$ cat src/hdl/gspt_pkg.sv
// ----------------------------------------------------------------------------
// gspt_pkg: shared types and constants for the graph search path tracer
// Beat layouts, opcodes, controller state codes and the lane control group.
// ----------------------------------------------------------------------------
package gspt_pkg;

    // default vertex count of the adjacency matrix
    localparam int VERTICES_DEF = 16;

    // fixed field widths of the beats
    localparam int VIDX_W = 4;
    localparam int ROW_W  = 16;
    localparam int HOP_W  = 4;

    // opcodes
    localparam logic OP_LOAD   = 1'b0;
    localparam logic OP_SEARCH = 1'b1;

    // input beat
    typedef struct packed {
        logic              opcode;
        logic [VIDX_W-1:0] row_index;
        logic [ROW_W-1:0]  row_bits;
        logic [VIDX_W-1:0] start_vertex;
        logic [VIDX_W-1:0] end_vertex;
    } in_beat_t;

    // result beat
    typedef struct packed {
        logic [VIDX_W-1:0] path_vertex;
        logic [HOP_W-1:0]  hop_count;
        logic              reachable;
        logic              last;
    } out_beat_t;

    // controller states
    typedef enum logic [5:0] {
        ST_IDLE  = 6'b000001,
        ST_PICK  = 6'b000010,
        ST_SCAN  = 6'b000100,
        ST_POP   = 6'b001000,
        ST_TRACE = 6'b010000,
        ST_EMIT  = 6'b100000
    } state_t;

    // control group from the sequencer to every vertex lane
    typedef struct packed {
        logic init;   // new search: clear marks, seed the start vertex
        logic scan;   // neighbor row of the current vertex is on row_bit
    } lane_ctl_t;

endpackage

$ cat src/hdl/gspt_ram.sv
// ----------------------------------------------------------------------------
// gspt_ram: generic simple dual-port RAM
// One write port, one read port, registered read data.
// ----------------------------------------------------------------------------
module gspt_ram #(
    parameter int WIDTH = 8,
    parameter int DEPTH = 16
) (
    input  logic                     clk,
    input  logic                     wr_en,
    input  logic [$clog2(DEPTH)-1:0] wr_addr,
    input  logic [WIDTH-1:0]         wr_data,
    input  logic                     rd_en,
    input  logic [$clog2(DEPTH)-1:0] rd_addr,
    output logic [WIDTH-1:0]         rd_data
);

    logic [WIDTH-1:0] mem [DEPTH];
    logic [WIDTH-1:0] rd_data_reg;

    // write port and registered read port
    always_ff @(posedge clk)
    begin
        if (wr_en)
        begin
            mem[wr_addr] <= wr_data;
        end
        if (rd_en)
        begin
            rd_data_reg <= mem[rd_addr];
        end
    end

    assign rd_data = rd_data_reg;

endmodule

$ cat src/hdl/gspt_lane.sv
// ----------------------------------------------------------------------------
// gspt_lane: per-vertex search lane
// Holds the visited mark, tree parent and hop count of one vertex and flags
// the vertex as freshly discovered while the current row is scanned.
// ----------------------------------------------------------------------------
module gspt_lane #(
    parameter int VW      = 4,
    parameter int LANE_ID = 0
) (
    input  logic                       clk,
    input  logic                       rst_n,
    input  gspt_pkg::lane_ctl_t        ctl,
    input  logic [VW-1:0]              vtx,      // start on init, current on scan
    input  logic [gspt_pkg::HOP_W-1:0] hop_wr,
    input  logic                       row_bit,
    output logic                       mark,
    output logic                       fresh,
    output logic [VW-1:0]              parent,
    output logic [gspt_pkg::HOP_W-1:0] hop
);
    import gspt_pkg::*;

    logic              mark_reg;
    logic              mark_next;
    logic [VW-1:0]     parent_reg;
    logic [HOP_W-1:0]  hop_reg;
    logic              is_start;
    logic              wr_en;

    assign is_start = (vtx == VW'(LANE_ID));
    assign fresh    = row_bit & ~mark_reg;
    assign wr_en    = (ctl.init && is_start) || (ctl.scan && fresh);

    // mark is set when the vertex is pushed
    always_comb
    begin
        mark_next = mark_reg;
        if (ctl.init)
        begin
            mark_next = is_start;
        end
        else if (ctl.scan && fresh)
        begin
            mark_next = 1'b1;
        end
    end

    always_ff @(posedge clk or negedge rst_n)
    begin
        if (!rst_n)
        begin
            mark_reg <= 1'b0;
        end
        else
        begin
            mark_reg <= mark_next;
        end
    end

    // tree entry: parent and hop count
    always_ff @(posedge clk)
    begin
        if (wr_en)
        begin
            parent_reg <= vtx;
            hop_reg    <= hop_wr;
        end
    end

    assign mark   = mark_reg;
    assign parent = parent_reg;
    assign hop    = hop_reg;

endmodule

$ cat src/hdl/gspt_pick.sv
// ----------------------------------------------------------------------------
// gspt_pick: lane merge encoder
// Returns the index of the highest request bit and whether any bit is set.
// ----------------------------------------------------------------------------
module gspt_pick #(
    parameter int N = 16
) (
    input  logic [N-1:0]         req,
    output logic [$clog2(N)-1:0] idx,
    output logic                 any
);

    localparam int IW = $clog2(N);

    // higher lanes override lower ones
    always_comb
    begin
        idx = '0;
        for (int j = 0; j < N; j++)
        begin
            if (req[j])
            begin
                idx = IW'(j);
            end
        end
    end

    assign any = |req;

endmodule

$ cat src/hdl/graph_search_path_trace.sv
// ----------------------------------------------------------------------------
// graph_search_path_trace: stack-ordered graph search with parent path trace
// Loads adjacency rows, searches from a start vertex and streams the path.
// ----------------------------------------------------------------------------
// Usage:
//   item / item_valid / item_ready carry one command beat. Opcode load writes
//   one adjacency row and gives no result. Opcode search runs a depth-first
//   traversal from start_vertex, then streams the tree path start..end_vertex
//   on result / result_valid / result_ready, one beat per vertex, last set on
//   the end vertex. An unreachable end, or a start or end out of range, gives
//   one beat with reachable clear.
// Timing:
//   Every vertex in the search is popped once: a pick state plus a row scan
//   in the vertex lanes, plus a pop state each time an exhausted neighbor
//   group is refilled from the frame stack RAM. Then the trace state walks
//   the parents of the path vertices, then the path streams out one beat per
//   cycle while result_ready stays high. The pick/scan loop through the
//   adjacency RAM read port sets the rate of the search. item_ready is high
//   only while idle; one search is in flight at a time.
// Reset clears all adjacency rows (row valid bits), marks and the stack.
// A stalled receiver holds the result register and halts the path stream;
// the next command is taken while the final beat still waits.
// ----------------------------------------------------------------------------
module graph_search_path_trace #(
    parameter int VERTICES = gspt_pkg::VERTICES_DEF
) (
    input  logic                clk,
    input  logic                rst_n,
    input  logic                item_valid,
    output logic                item_ready,
    input  gspt_pkg::in_beat_t  item,
    output logic                result_valid,
    input  logic                result_ready,
    output gspt_pkg::out_beat_t result
);
    import gspt_pkg::*;

    localparam int VW = $clog2(VERTICES);
    localparam int DW = $clog2(VERTICES + 1);
    localparam int FW = VERTICES + HOP_W;
    localparam int XW = (VERTICES > ROW_W) ? VERTICES : ROW_W;

    // registers
    state_t              state_reg,  state_next;
    logic [VERTICES-1:0] top_mask_reg, top_mask_next;
    logic [HOP_W-1:0]    top_hop_reg, top_hop_next;
    logic [DW-1:0]       fdepth_reg, fdepth_next;
    logic [VW-1:0]       cur_reg, cur_next;
    logic [VERTICES-1:0] rest_reg, rest_next;
    logic [HOP_W-1:0]    cur_hop_reg, cur_hop_next;
    logic                row_ok_reg, row_ok_next;
    logic [VERTICES-1:0] adj_vld_reg, adj_vld_next;
    logic [VW-1:0]       v_reg, v_next;
    logic [VW-1:0]       start_reg, start_next;
    logic [VW-1:0]       end_reg, end_next;
    logic [VERTICES-1:0] onpath_reg, onpath_next;
    logic [HOP_W-1:0]    hop_end_reg, hop_end_next;
    logic [VW-1:0]       emit_v_reg, emit_v_next;
    logic                miss_reg, miss_next;
    logic                result_valid_reg, result_valid_next;
    out_beat_t           result_reg, result_next;

    // datapath wires
    logic                item_acc;
    logic                row_in_range;
    logic                ends_in_range;
    logic [XW-1:0]       row_ext;
    logic [VERTICES-1:0] adj_rdata;
    logic [VERTICES-1:0] row_eff;
    logic [FW-1:0]       frame_rdata;
    logic [DW-1:0]       fdepth_dec;
    logic                adj_wr_en;
    logic                frm_wr_en;
    logic                frm_rd_en;
    logic [VW-1:0]       pick_idx;
    logic                pick_any;
    logic [VW-1:0]       next_v;
    logic                next_any;
    logic [VERTICES-1:0] match_w;
    logic [VERTICES-1:0] mark_w;
    logic [VERTICES-1:0] new_w;
    logic [VW-1:0]       parent_w [VERTICES];
    logic [HOP_W-1:0]    hop_w [VERTICES];
    lane_ctl_t           lane_ctl;
    logic [VW-1:0]       lane_vtx;
    logic [HOP_W-1:0]    lane_hop;
    logic                new_any;
    logic                rest_any;

    assign item_ready    = (state_reg == ST_IDLE);
    assign item_acc      = item_valid && item_ready;
    assign row_in_range  = (32'(item.row_index) < VERTICES);
    assign ends_in_range = (32'(item.start_vertex) < VERTICES)
                        && (32'(item.end_vertex) < VERTICES);
    assign row_ext       = XW'(item.row_bits);
    assign row_eff       = adj_rdata & {VERTICES{row_ok_reg}};
    assign fdepth_dec    = fdepth_reg - DW'(1);
    assign new_any       = |new_w;
    assign rest_any      = |rest_reg;

    // adjacency row store
    assign adj_wr_en = item_acc && (item.opcode == OP_LOAD) && row_in_range;

    gspt_ram #(
        .WIDTH (VERTICES),
        .DEPTH (VERTICES)
    ) u_adj_ram (
        .clk     (clk),
        .wr_en   (adj_wr_en),
        .wr_addr (VW'(item.row_index)),
        .wr_data (row_ext[VERTICES-1:0]),
        .rd_en   (state_reg == ST_PICK),
        .rd_addr (pick_idx),
        .rd_data (adj_rdata)
    );

    // frame stack: neighbor groups waiting below the top group
    assign frm_wr_en = (state_reg == ST_SCAN) && new_any && rest_any;
    assign frm_rd_en = (state_reg == ST_SCAN) && !new_any && !rest_any
                    && (fdepth_reg != '0);

    gspt_ram #(
        .WIDTH (FW),
        .DEPTH (VERTICES)
    ) u_frame_ram (
        .clk     (clk),
        .wr_en   (frm_wr_en),
        .wr_addr (fdepth_reg[VW-1:0]),
        .wr_data ({rest_reg, cur_hop_reg}),
        .rd_en   (frm_rd_en),
        .rd_addr (fdepth_dec[VW-1:0]),
        .rd_data (frame_rdata)
    );

    // vertex lanes
    assign lane_ctl.init = item_acc && (item.opcode == OP_SEARCH) && ends_in_range;
    assign lane_ctl.scan = (state_reg == ST_SCAN);
    assign lane_vtx      = lane_ctl.init ? VW'(item.start_vertex) : cur_reg;
    assign lane_hop      = lane_ctl.init ? '0 : (cur_hop_reg + HOP_W'(1));

    for (genvar g = 0; g < VERTICES; g++)
    begin : g_lane
        gspt_lane #(
            .VW      (VW),
            .LANE_ID (g)
        ) u_lane (
            .clk     (clk),
            .rst_n   (rst_n),
            .ctl     (lane_ctl),
            .vtx     (lane_vtx),
            .hop_wr  (lane_hop),
            .row_bit (row_eff[g]),
            .mark    (mark_w[g]),
            .fresh   (new_w[g]),
            .parent  (parent_w[g]),
            .hop     (hop_w[g])
        );
    end

    // child of the emitted vertex on the path
    always_comb
    begin
        for (int j = 0; j < VERTICES; j++)
        begin
            match_w[j] = onpath_reg[j] && (parent_w[j] == emit_v_reg);
        end
    end

    gspt_pick #(.N(VERTICES)) u_pick_cur (
        .req (top_mask_reg),
        .idx (pick_idx),
        .any (pick_any)
    );

    gspt_pick #(.N(VERTICES)) u_pick_next (
        .req (match_w),
        .idx (next_v),
        .any (next_any)
    );

    // sequencer
    always_comb
    begin
        state_next        = state_reg;
        top_mask_next     = top_mask_reg;
        top_hop_next      = top_hop_reg;
        fdepth_next       = fdepth_reg;
        cur_next          = cur_reg;
        rest_next         = rest_reg;
        cur_hop_next      = cur_hop_reg;
        row_ok_next       = row_ok_reg;
        adj_vld_next      = adj_vld_reg;
        v_next            = v_reg;
        start_next        = start_reg;
        end_next          = end_reg;
        onpath_next       = onpath_reg;
        hop_end_next      = hop_end_reg;
        emit_v_next       = emit_v_reg;
        miss_next         = miss_reg;
        result_valid_next = result_valid_reg && !result_ready;
        result_next       = result_reg;

        if (adj_wr_en)
        begin
            adj_vld_next[VW'(item.row_index)] = 1'b1;
        end

        unique case (state_reg)
            ST_IDLE:
            begin
                if (item_acc && (item.opcode == OP_SEARCH))
                begin
                    start_next = VW'(item.start_vertex);
                    end_next   = VW'(item.end_vertex);
                    if (ends_in_range)
                    begin
                        top_mask_next = VERTICES'(1) << VW'(item.start_vertex);
                        top_hop_next  = '0;
                        fdepth_next   = '0;
                        miss_next     = 1'b0;
                        state_next    = ST_PICK;
                    end
                    else
                    begin
                        miss_next  = 1'b1;
                        state_next = ST_EMIT;
                    end
                end
            end

            ST_PICK:
            begin
                // pop the highest vertex of the top group
                cur_next     = pick_idx;
                rest_next    = top_mask_reg & ~(VERTICES'(1) << pick_idx);
                cur_hop_next = top_hop_reg;
                row_ok_next  = adj_vld_reg[pick_idx];
                state_next   = ST_SCAN;
            end

            ST_SCAN:
            begin
                if (new_any)
                begin
                    // fresh neighbors become the new top group
                    if (rest_any)
                    begin
                        fdepth_next = fdepth_reg + DW'(1);
                    end
                    top_mask_next = new_w;
                    top_hop_next  = cur_hop_reg + HOP_W'(1);
                    state_next    = ST_PICK;
                end
                else if (rest_any)
                begin
                    top_mask_next = rest_reg;
                    top_hop_next  = cur_hop_reg;
                    state_next    = ST_PICK;
                end
                else if (fdepth_reg != '0)
                begin
                    fdepth_next = fdepth_dec;
                    state_next  = ST_POP;
                end
                else if (mark_w[end_reg])
                begin
                    // search done, end reached
                    v_next       = end_reg;
                    onpath_next  = '0;
                    hop_end_next = hop_w[end_reg];
                    state_next   = ST_TRACE;
                end
                else
                begin
                    miss_next  = 1'b1;
                    state_next = ST_EMIT;
                end
            end

            ST_POP:
            begin
                top_mask_next = frame_rdata[FW-1:HOP_W];
                top_hop_next  = frame_rdata[HOP_W-1:0];
                state_next    = ST_PICK;
            end

            ST_TRACE:
            begin
                // walk parents from end back to start, marking the path
                if (v_reg == start_reg)
                begin
                    emit_v_next = start_reg;
                    state_next  = ST_EMIT;
                end
                else
                begin
                    onpath_next = onpath_reg | (VERTICES'(1) << v_reg);
                    v_next      = parent_w[v_reg];
                end
            end

            ST_EMIT:
            begin
                if (!result_valid_reg || result_ready)
                begin
                    result_valid_next = 1'b1;
                    if (miss_reg)
                    begin
                        result_next.path_vertex = '0;
                        result_next.hop_count   = '0;
                        result_next.reachable   = 1'b0;
                        result_next.last        = 1'b1;
                        state_next              = ST_IDLE;
                    end
                    else
                    begin
                        result_next.path_vertex = VIDX_W'(emit_v_reg);
                        result_next.hop_count   = hop_end_reg;
                        result_next.reachable   = 1'b1;
                        result_next.last        = (emit_v_reg == end_reg);
                        if (emit_v_reg == end_reg)
                        begin
                            state_next = ST_IDLE;
                        end
                        else
                        begin
                            emit_v_next = next_v;
                        end
                    end
                end
            end

            default:
            begin
                state_next = ST_IDLE;
            end
        endcase
    end

    // control registers
    always_ff @(posedge clk or negedge rst_n)
    begin
        if (!rst_n)
        begin
            state_reg        <= ST_IDLE;
            fdepth_reg       <= '0;
            adj_vld_reg      <= '0;
            miss_reg         <= 1'b0;
            result_valid_reg <= 1'b0;
        end
        else
        begin
            state_reg        <= state_next;
            fdepth_reg       <= fdepth_next;
            adj_vld_reg      <= adj_vld_next;
            miss_reg         <= miss_next;
            result_valid_reg <= result_valid_next;
        end
    end

    // payload registers
    always_ff @(posedge clk)
    begin
        top_mask_reg <= top_mask_next;
        top_hop_reg  <= top_hop_next;
        cur_reg      <= cur_next;
        rest_reg     <= rest_next;
        cur_hop_reg  <= cur_hop_next;
        row_ok_reg   <= row_ok_next;
        v_reg        <= v_next;
        start_reg    <= start_next;
        end_reg      <= end_next;
        onpath_reg   <= onpath_next;
        hop_end_reg  <= hop_end_next;
        emit_v_reg   <= emit_v_next;
        result_reg   <= result_next;
    end

    assign result_valid = result_valid_reg;
    assign result       = result_reg;

    // checks
    a_pick_nonempty: assert property (@(posedge clk) disable iff (!rst_n)
        (state_reg == ST_PICK) |-> (pick_any && top_mask_reg != '0))
        else $error("pick with empty top group");

    a_top_marked: assert property (@(posedge clk) disable iff (!rst_n)
        (state_reg == ST_PICK) |-> ((top_mask_reg & ~mark_w) == '0))
        else $error("stacked vertex not marked");

    a_frame_depth: assert property (@(posedge clk) disable iff (!rst_n)
        fdepth_reg < DW'(VERTICES))
        else $error("frame stack overflow");

    a_path_link: assert property (@(posedge clk) disable iff (!rst_n)
        (state_reg == ST_EMIT && !miss_reg && emit_v_reg != end_reg
            && (!result_valid_reg || result_ready)) |-> next_any)
        else $error("path child missing");

endmodule

$ cat config.mk
export PLATFORM = sky130hd
export DESIGN_NAME = graph_search_path_trace
export DESIGN_NICKNAME = d
export VERILOG_FILES = /design/src/hdl/gspt_pkg.sv /design/src/hdl/gspt_ram.sv /design/src/hdl/gspt_lane.sv /design/src/hdl/gspt_pick.sv /design/src/hdl/graph_search_path_trace.sv
export SDC_FILE = /design/constraint.sdc
export NUM_CORES = 1
export LEC_CHECK = 0
export BUFFER_PORTS_ARGS = -buffer_cell sky130_fd_sc_hd__buf_2
export CAP_MARGIN = 15
export CORE_ASPECT_RATIO = 1.1
export CORE_MARGIN = 2
export CORE_UTILIZATION = 40
export CTS_CLUSTER_DIAMETER = 60
export CTS_CLUSTER_SIZE = 24
export DETAILED_ROUTE_END_ITERATION = 16
export SYNTH_ARGS = -nofsm -noshare
export SYNTH_HDL_FRONTEND = slang
export SYNTH_HIERARCHICAL = 1
export SYNTH_SLANG_ARGS = --single-unit
$ cat constraint.sdc
create_clock -name clk -period 12.95 [get_ports clk]
set_input_delay 2.59 -clock clk [delete_from_list [all_inputs] [get_ports clk]]
set_output_delay 2.59 -clock clk [all_outputs]
set_load 0.02 [all_outputs]
; ---- Word-level counts from Yosys, hierarchy flattened
; Memories as Yosys holds them, arrays and structs flattened. A register that Yosys moved wholly into a read port is not among the register bits.
; Cells that the tools add are included.
[op_classes]
reduce_logical = 111
bitwise = 43
n_lt_le_gt_ge = 6
eq_ne = 54
shifts = 3
addsub = 3
n_mux = 130
[ops]
columns = operator, count
row1 = 4-bit two-way mux, 34
row2 = 16-bit two-way mux, 8
row3 = 4-bit equality test, 17
row4 = 1-bit logical AND, 57
row5 = 6-bit two-way mux, 9
row6 = 1-bit two-way mux, 48
row7 = 16-bit case mux with 3 select lines, 1
row8 = 1-bit by 4-bit left shift with 16-bit output (first input constant), 3
row9 = 2-bit nonzero test, 19
row10 = 6-bit case mux with 6 select lines, 1
row11 = 16-bit AND, 2
row12 = 4-bit binary-select mux with 4-bit select, 2
row13 = 4-bit equality test (second input constant), 8
row14 = 16-bit OR, 2
row15 = 16-bit case mux with 2 select lines, 1
row16 = 16-bit OR reduction, 2
row17 = 5-bit two-way mux, 5
row18 = 3-bit two-way mux, 8
row19 = 2-bit != test (second input constant), 10
row20 = 1-bit NOT, 20
row21 = 1-bit logical OR, 17
row22 = 1-bit AND, 16
row23 = 4-bit by 3-bit equality test with 1-bit output (second input constant), 4
row24 = 16-bit NOT, 1
row25 = 33 further kinds, 55
[word_totals]
reg_bits = 264
memories = 2
output_inout_bits = 12
in_bits = 33
mem_bits_rw = 576
[memory_table]
columns = name, words, width, rd, rd_clocked_by_memory_dff, wr, line_no
row1 = u_frame_ram.mem, 16, 20, 1, 1, 1, gspt_ram.sv:18  ; logic [WIDTH-1:0] mem [DEPTH];
row2 = u_adj_ram.mem, 16, 16, 1, 1, 1, gspt_ram.sv:18

; ---- Longest topological paths before layout
[logic_depth]
ltp_word = 21
depth_mapped = 11
ltp_nobuf = 8

; ---- Cells and area by module
; The synthesis kept the hierarchy.
[modules_own_cells]
columns = mod, cells_each, instances, area_each_um2, seq_area_each_um2
row1 = gspt_ram at u_frame_ram, 533, 1, 12731.0, 10209.8
row2 = gspt_ram at u_adj_ram, 432, 1, 10203.5, 8167.8
row3 = graph_search_path_trace, 644, 1, 7598.5, 3459.6
row4 = gspt_lane at g_lane[10].u_lane ..., 14, 5, 302.8, 265.3
row5 = gspt_lane at g_lane[11].u_lane ..., 14, 4, 305.3, 265.3
row6 = gspt_lane at g_lane[4].u_lane ..., 16, 2, 322.8, 265.3
row7 = gspt_lane at g_lane[13].u_lane ..., 15, 2, 317.8, 265.3
row8 = gspt_pick, 28, 2, 170.2, 0.0
row9 = gspt_lane at g_lane[15].u_lane, 15, 1, 307.8, 265.3
row10 = gspt_lane at g_lane[12].u_lane, 15, 1, 302.8, 265.3
row11 = gspt_lane at g_lane[0].u_lane, 14, 1, 301.5, 265.3

; ---- Least setup slack after synthesis
; OpenSTA, ideal clock, no wires.
[synth_path]
kind = input port to flip-flop
from = input port item[28] in the netlist's numbering
to = memory u_adj_ram/mem[0][0] in the netlist's numbering, enable pin
required_time_ns = 12.541
arrival_time_ns = 4.500
cell_stages = 4
setup_time_ns = 0.409
path_slack_ns = 8.041
path_cell_list = nand3b_4 -> inv_2 -> or3b_2 -> nor3_1
[synth_via]
elab_chain_cells = 4
[synth_rtl]
columns = item, line_no
row1 = from (decl), graph_search_path_trace.sv:31  ; input gspt_pkg::in_beat_t item,
row2 = 1-bit NOT, graph_search_path_trace.sv:102  ; assign adj_wr_en = item_acc && (item.opcode == OP_LOAD) && row_in_range;
row3 = 1-bit logical AND, graph_search_path_trace.sv:102
row4 = named net adj_wr_en, graph_search_path_trace.sv:72  ; logic adj_wr_en;
row5 = 1-bit two-way mux, gspt_ram.sv:24  ; if (wr_en)
row6 = 1-bit two-way mux (implied by the code), gspt_ram.sv:26  ; mem[wr_addr] <= wr_data;
row7 = to (decl), gspt_ram.sv:18
; The timed path passes the listed nets, and every way through them passes these cells.

; ---- Worst setup path in the final report
[layout_path]
from = register state_reg[3]
to = output port item_ready
[layout_via]
elab_chain_cells = 1
[layout_rtl]
columns = item, line_no
row1 = from (decl), graph_search_path_trace.sv:44  ; state_t state_reg, state_next;
row2 = from (signal assigned), graph_search_path_trace.sv:353  ; state_reg <= state_next;
row3 = 6-bit by 1-bit equality test with 1-bit output, graph_search_path_trace.sv:90  ; assign item_ready = (state_reg == ST_IDLE);
row4 = to (decl), graph_search_path_trace.sv:30  ; output logic item_ready,
; Every way passes these cells.

==> flow_summary.ini <==
[run_status]
status = finished, final reports clean

[final_layout]
layout-drive-gt1-share = 0.218
nets = 1981
n_fill_cell = 7553
reg_top3 = u_frame_ram/mem: 320 flops, u_adj_ram/mem: 256 flops
multi_input_area_um2 = 9260
final_design_area_no_fill_um2 = 39400
instances_no_fill = 3146
final_core_util = 0.447
largest_reg_flops = 320
regMostFlops = u_frame_ram/mem
area_growth_pct = 10.3
seq_area_um2 = 26100

[floorplanning]
die_w_um = 289
die_area_um2 = 91600
dieHeight_um = 317
io-pin-count = 45
start_util = 0.405
row_count = 114
fp.coreArea_um2 = 88100

[route]
wl_per_cell_um = 25.2
drt_iter0_markers = 1639
vias = 18098
dr.pass1.iters = 7
ant_nets = 0
routed_wl_um = 79400
vias_per_cell = 5.75
drcViolationCount = 0

[power_and_ir_drop]
cellPowerDensity_nw_per_um2 = 191
vdd_drop_max_mv = 0.143
power.leakage_nw = 12.7

[yosys]
synth.cell_area_um2 = 35700
syn_nets = 1918
synth.avg_cell_area_um2 = 19.0
syn_inst = 1882
yosys_warnings = 6

[setup_path]
critical-path-slowest-cell = or4_4
worst_setup_path_end_kind = output pin
cp_cell_sequence = or4_4, or3b_4, clkinv_2, buf_2
arrival_ns = 2.38
cp-start-kind = flop
slowest_delay_ns = 0.57
critical_path.max_fanout = 5
crit_type = flop to output pin
cp.required_ns = 10.36

[placement]
io_buffers = 44
place_hpwl_um = 49100
place_area_um2 = 37400
dp.cells = 3048
place.gp.congestion = 0.892

[global_routing]
grt_overflow = 0
antenna_found_initial = 4
first_global_vias = 18240
grt_max_degree = 68
grt_pass1_wl_um = 119000
grt_usage = 0.174

[min_path]
hold_class = flop to flop

[timing]
rsz0062_at_grt = no
hold_viol_final = 0
post-route-min-period_ns = 4.97
timing.fmax_ghz = 0.201
clock_skew_ns = 0.0270
slew_violations = 0
period_share = 0.384
finalSetupTns_ns = 0
setup_viol = 0
max_slew_margin = 0.251
worst_pin_slew_ns = 1.12
whs_ns = 0.436

[cts]
cts_made_buffers = 55
postCtsSetupRepairBufs = 0
cts_tree = built
hold_buffers = 0
cts-root-buf = clkbuf_16
clockBufferDepth = 3
cts.sinks = 875
cts_resized = 0
clock_latency_ns = 0.66
clk_pin_slew_ns = 0.09
h-tree-depth = 2

[flow_run]
drv_cap = 0
## stage by stage
step / worst slack, ns / power (mW)
6_report: 7.98 / 7.53
5_1_grt: 7.90 / 7.86
4_1_cts: 7.95 / 7.61
3_5_place_dp: 7.70 / 5.68
3_3_place_gp: 7.85 / 5.64
2_1_floorplan: 8.04 / 5.05
## metal layers
metal,up-vias,wire [um],track usage
li1,7857,-,-
met4,4,1680,0.0437
met3,104,3860,0.0232
met1,9618,34800,0.245
met5,-,27,0
met2,515,38900,0.289
## cell type report
type	instances	area share
Sequential cell	875	0.662
Tap cell	1160	0.0369
Clock inverter	39	0.0139
Clock buffer	57	0.0352
Timing Repair Buffer	94	0.0151
Antenna cell	2	0.000127
Multi-Input combinational cell	900	0.235
Inverter	19	0.00194
## where the power goes
part,total [mW],leakage [nW],internal (mW),switching (mW)
logic,1.98,3.71,0.850,1.13
registers,3.61,8.05,3.42,0.191
clock network,1.94,0.923,0.915,1.03
total,7.53,12.7,5.19,2.34
## final timing paths
kind / start / end / slack (ns) / cells past startpoint
max: state_reg[3] / item_ready / 7.98 / 4
max in group asynchronous: rst_n / adj_vld_reg[10] / 10.45 / 2
max reg2reg: fdepth_reg[0] / u_frame_ram/rd_data[9] / 8.75 / 7
min reg2reg: top_hop_reg[0] / cur_hop_reg[0] / 0.44 / 0
min in group asynchronous: rst_n / state_reg[2] / 2.02 / 2
min: top_hop_reg[0] / cur_hop_reg[0] / 0.44 / 0
## layout by cell type (no fill, tap or decap), types with 10 or more instances in the layout
cell         n
a21o_1      10
a21oi_1     46
a22oi_1     84
a31oi_1     13
and2_1      21
buf_2       44
buf_4       50
clkbuf_16   55
dfrtp_1     44
edfxtp_1   830
inv_1       13
mux2i_1     10
mux4_1      26
mux4_2     163
nand2_1     69
nand2b_1    11
nand3_1     17
nor2_1      54
nor2_2      26
nor2b_1     28
nor3_1      10
nor4_1      28
o21ai_0     19
o22ai_1     16
o2bb2ai_1   14
xnor2_1     19
xor2_1      57
## worst max-delay path, delay by kind of cell (launching register included)
| family | cells | cell delay (ns) |
|---|---|---|
| simple gates | 2 | 0.99 |
| flops | 1 | 0.43 |
| buf+inv | 2 | 0.30 |
No activity file was read; power rests on OpenSTA's default activity.
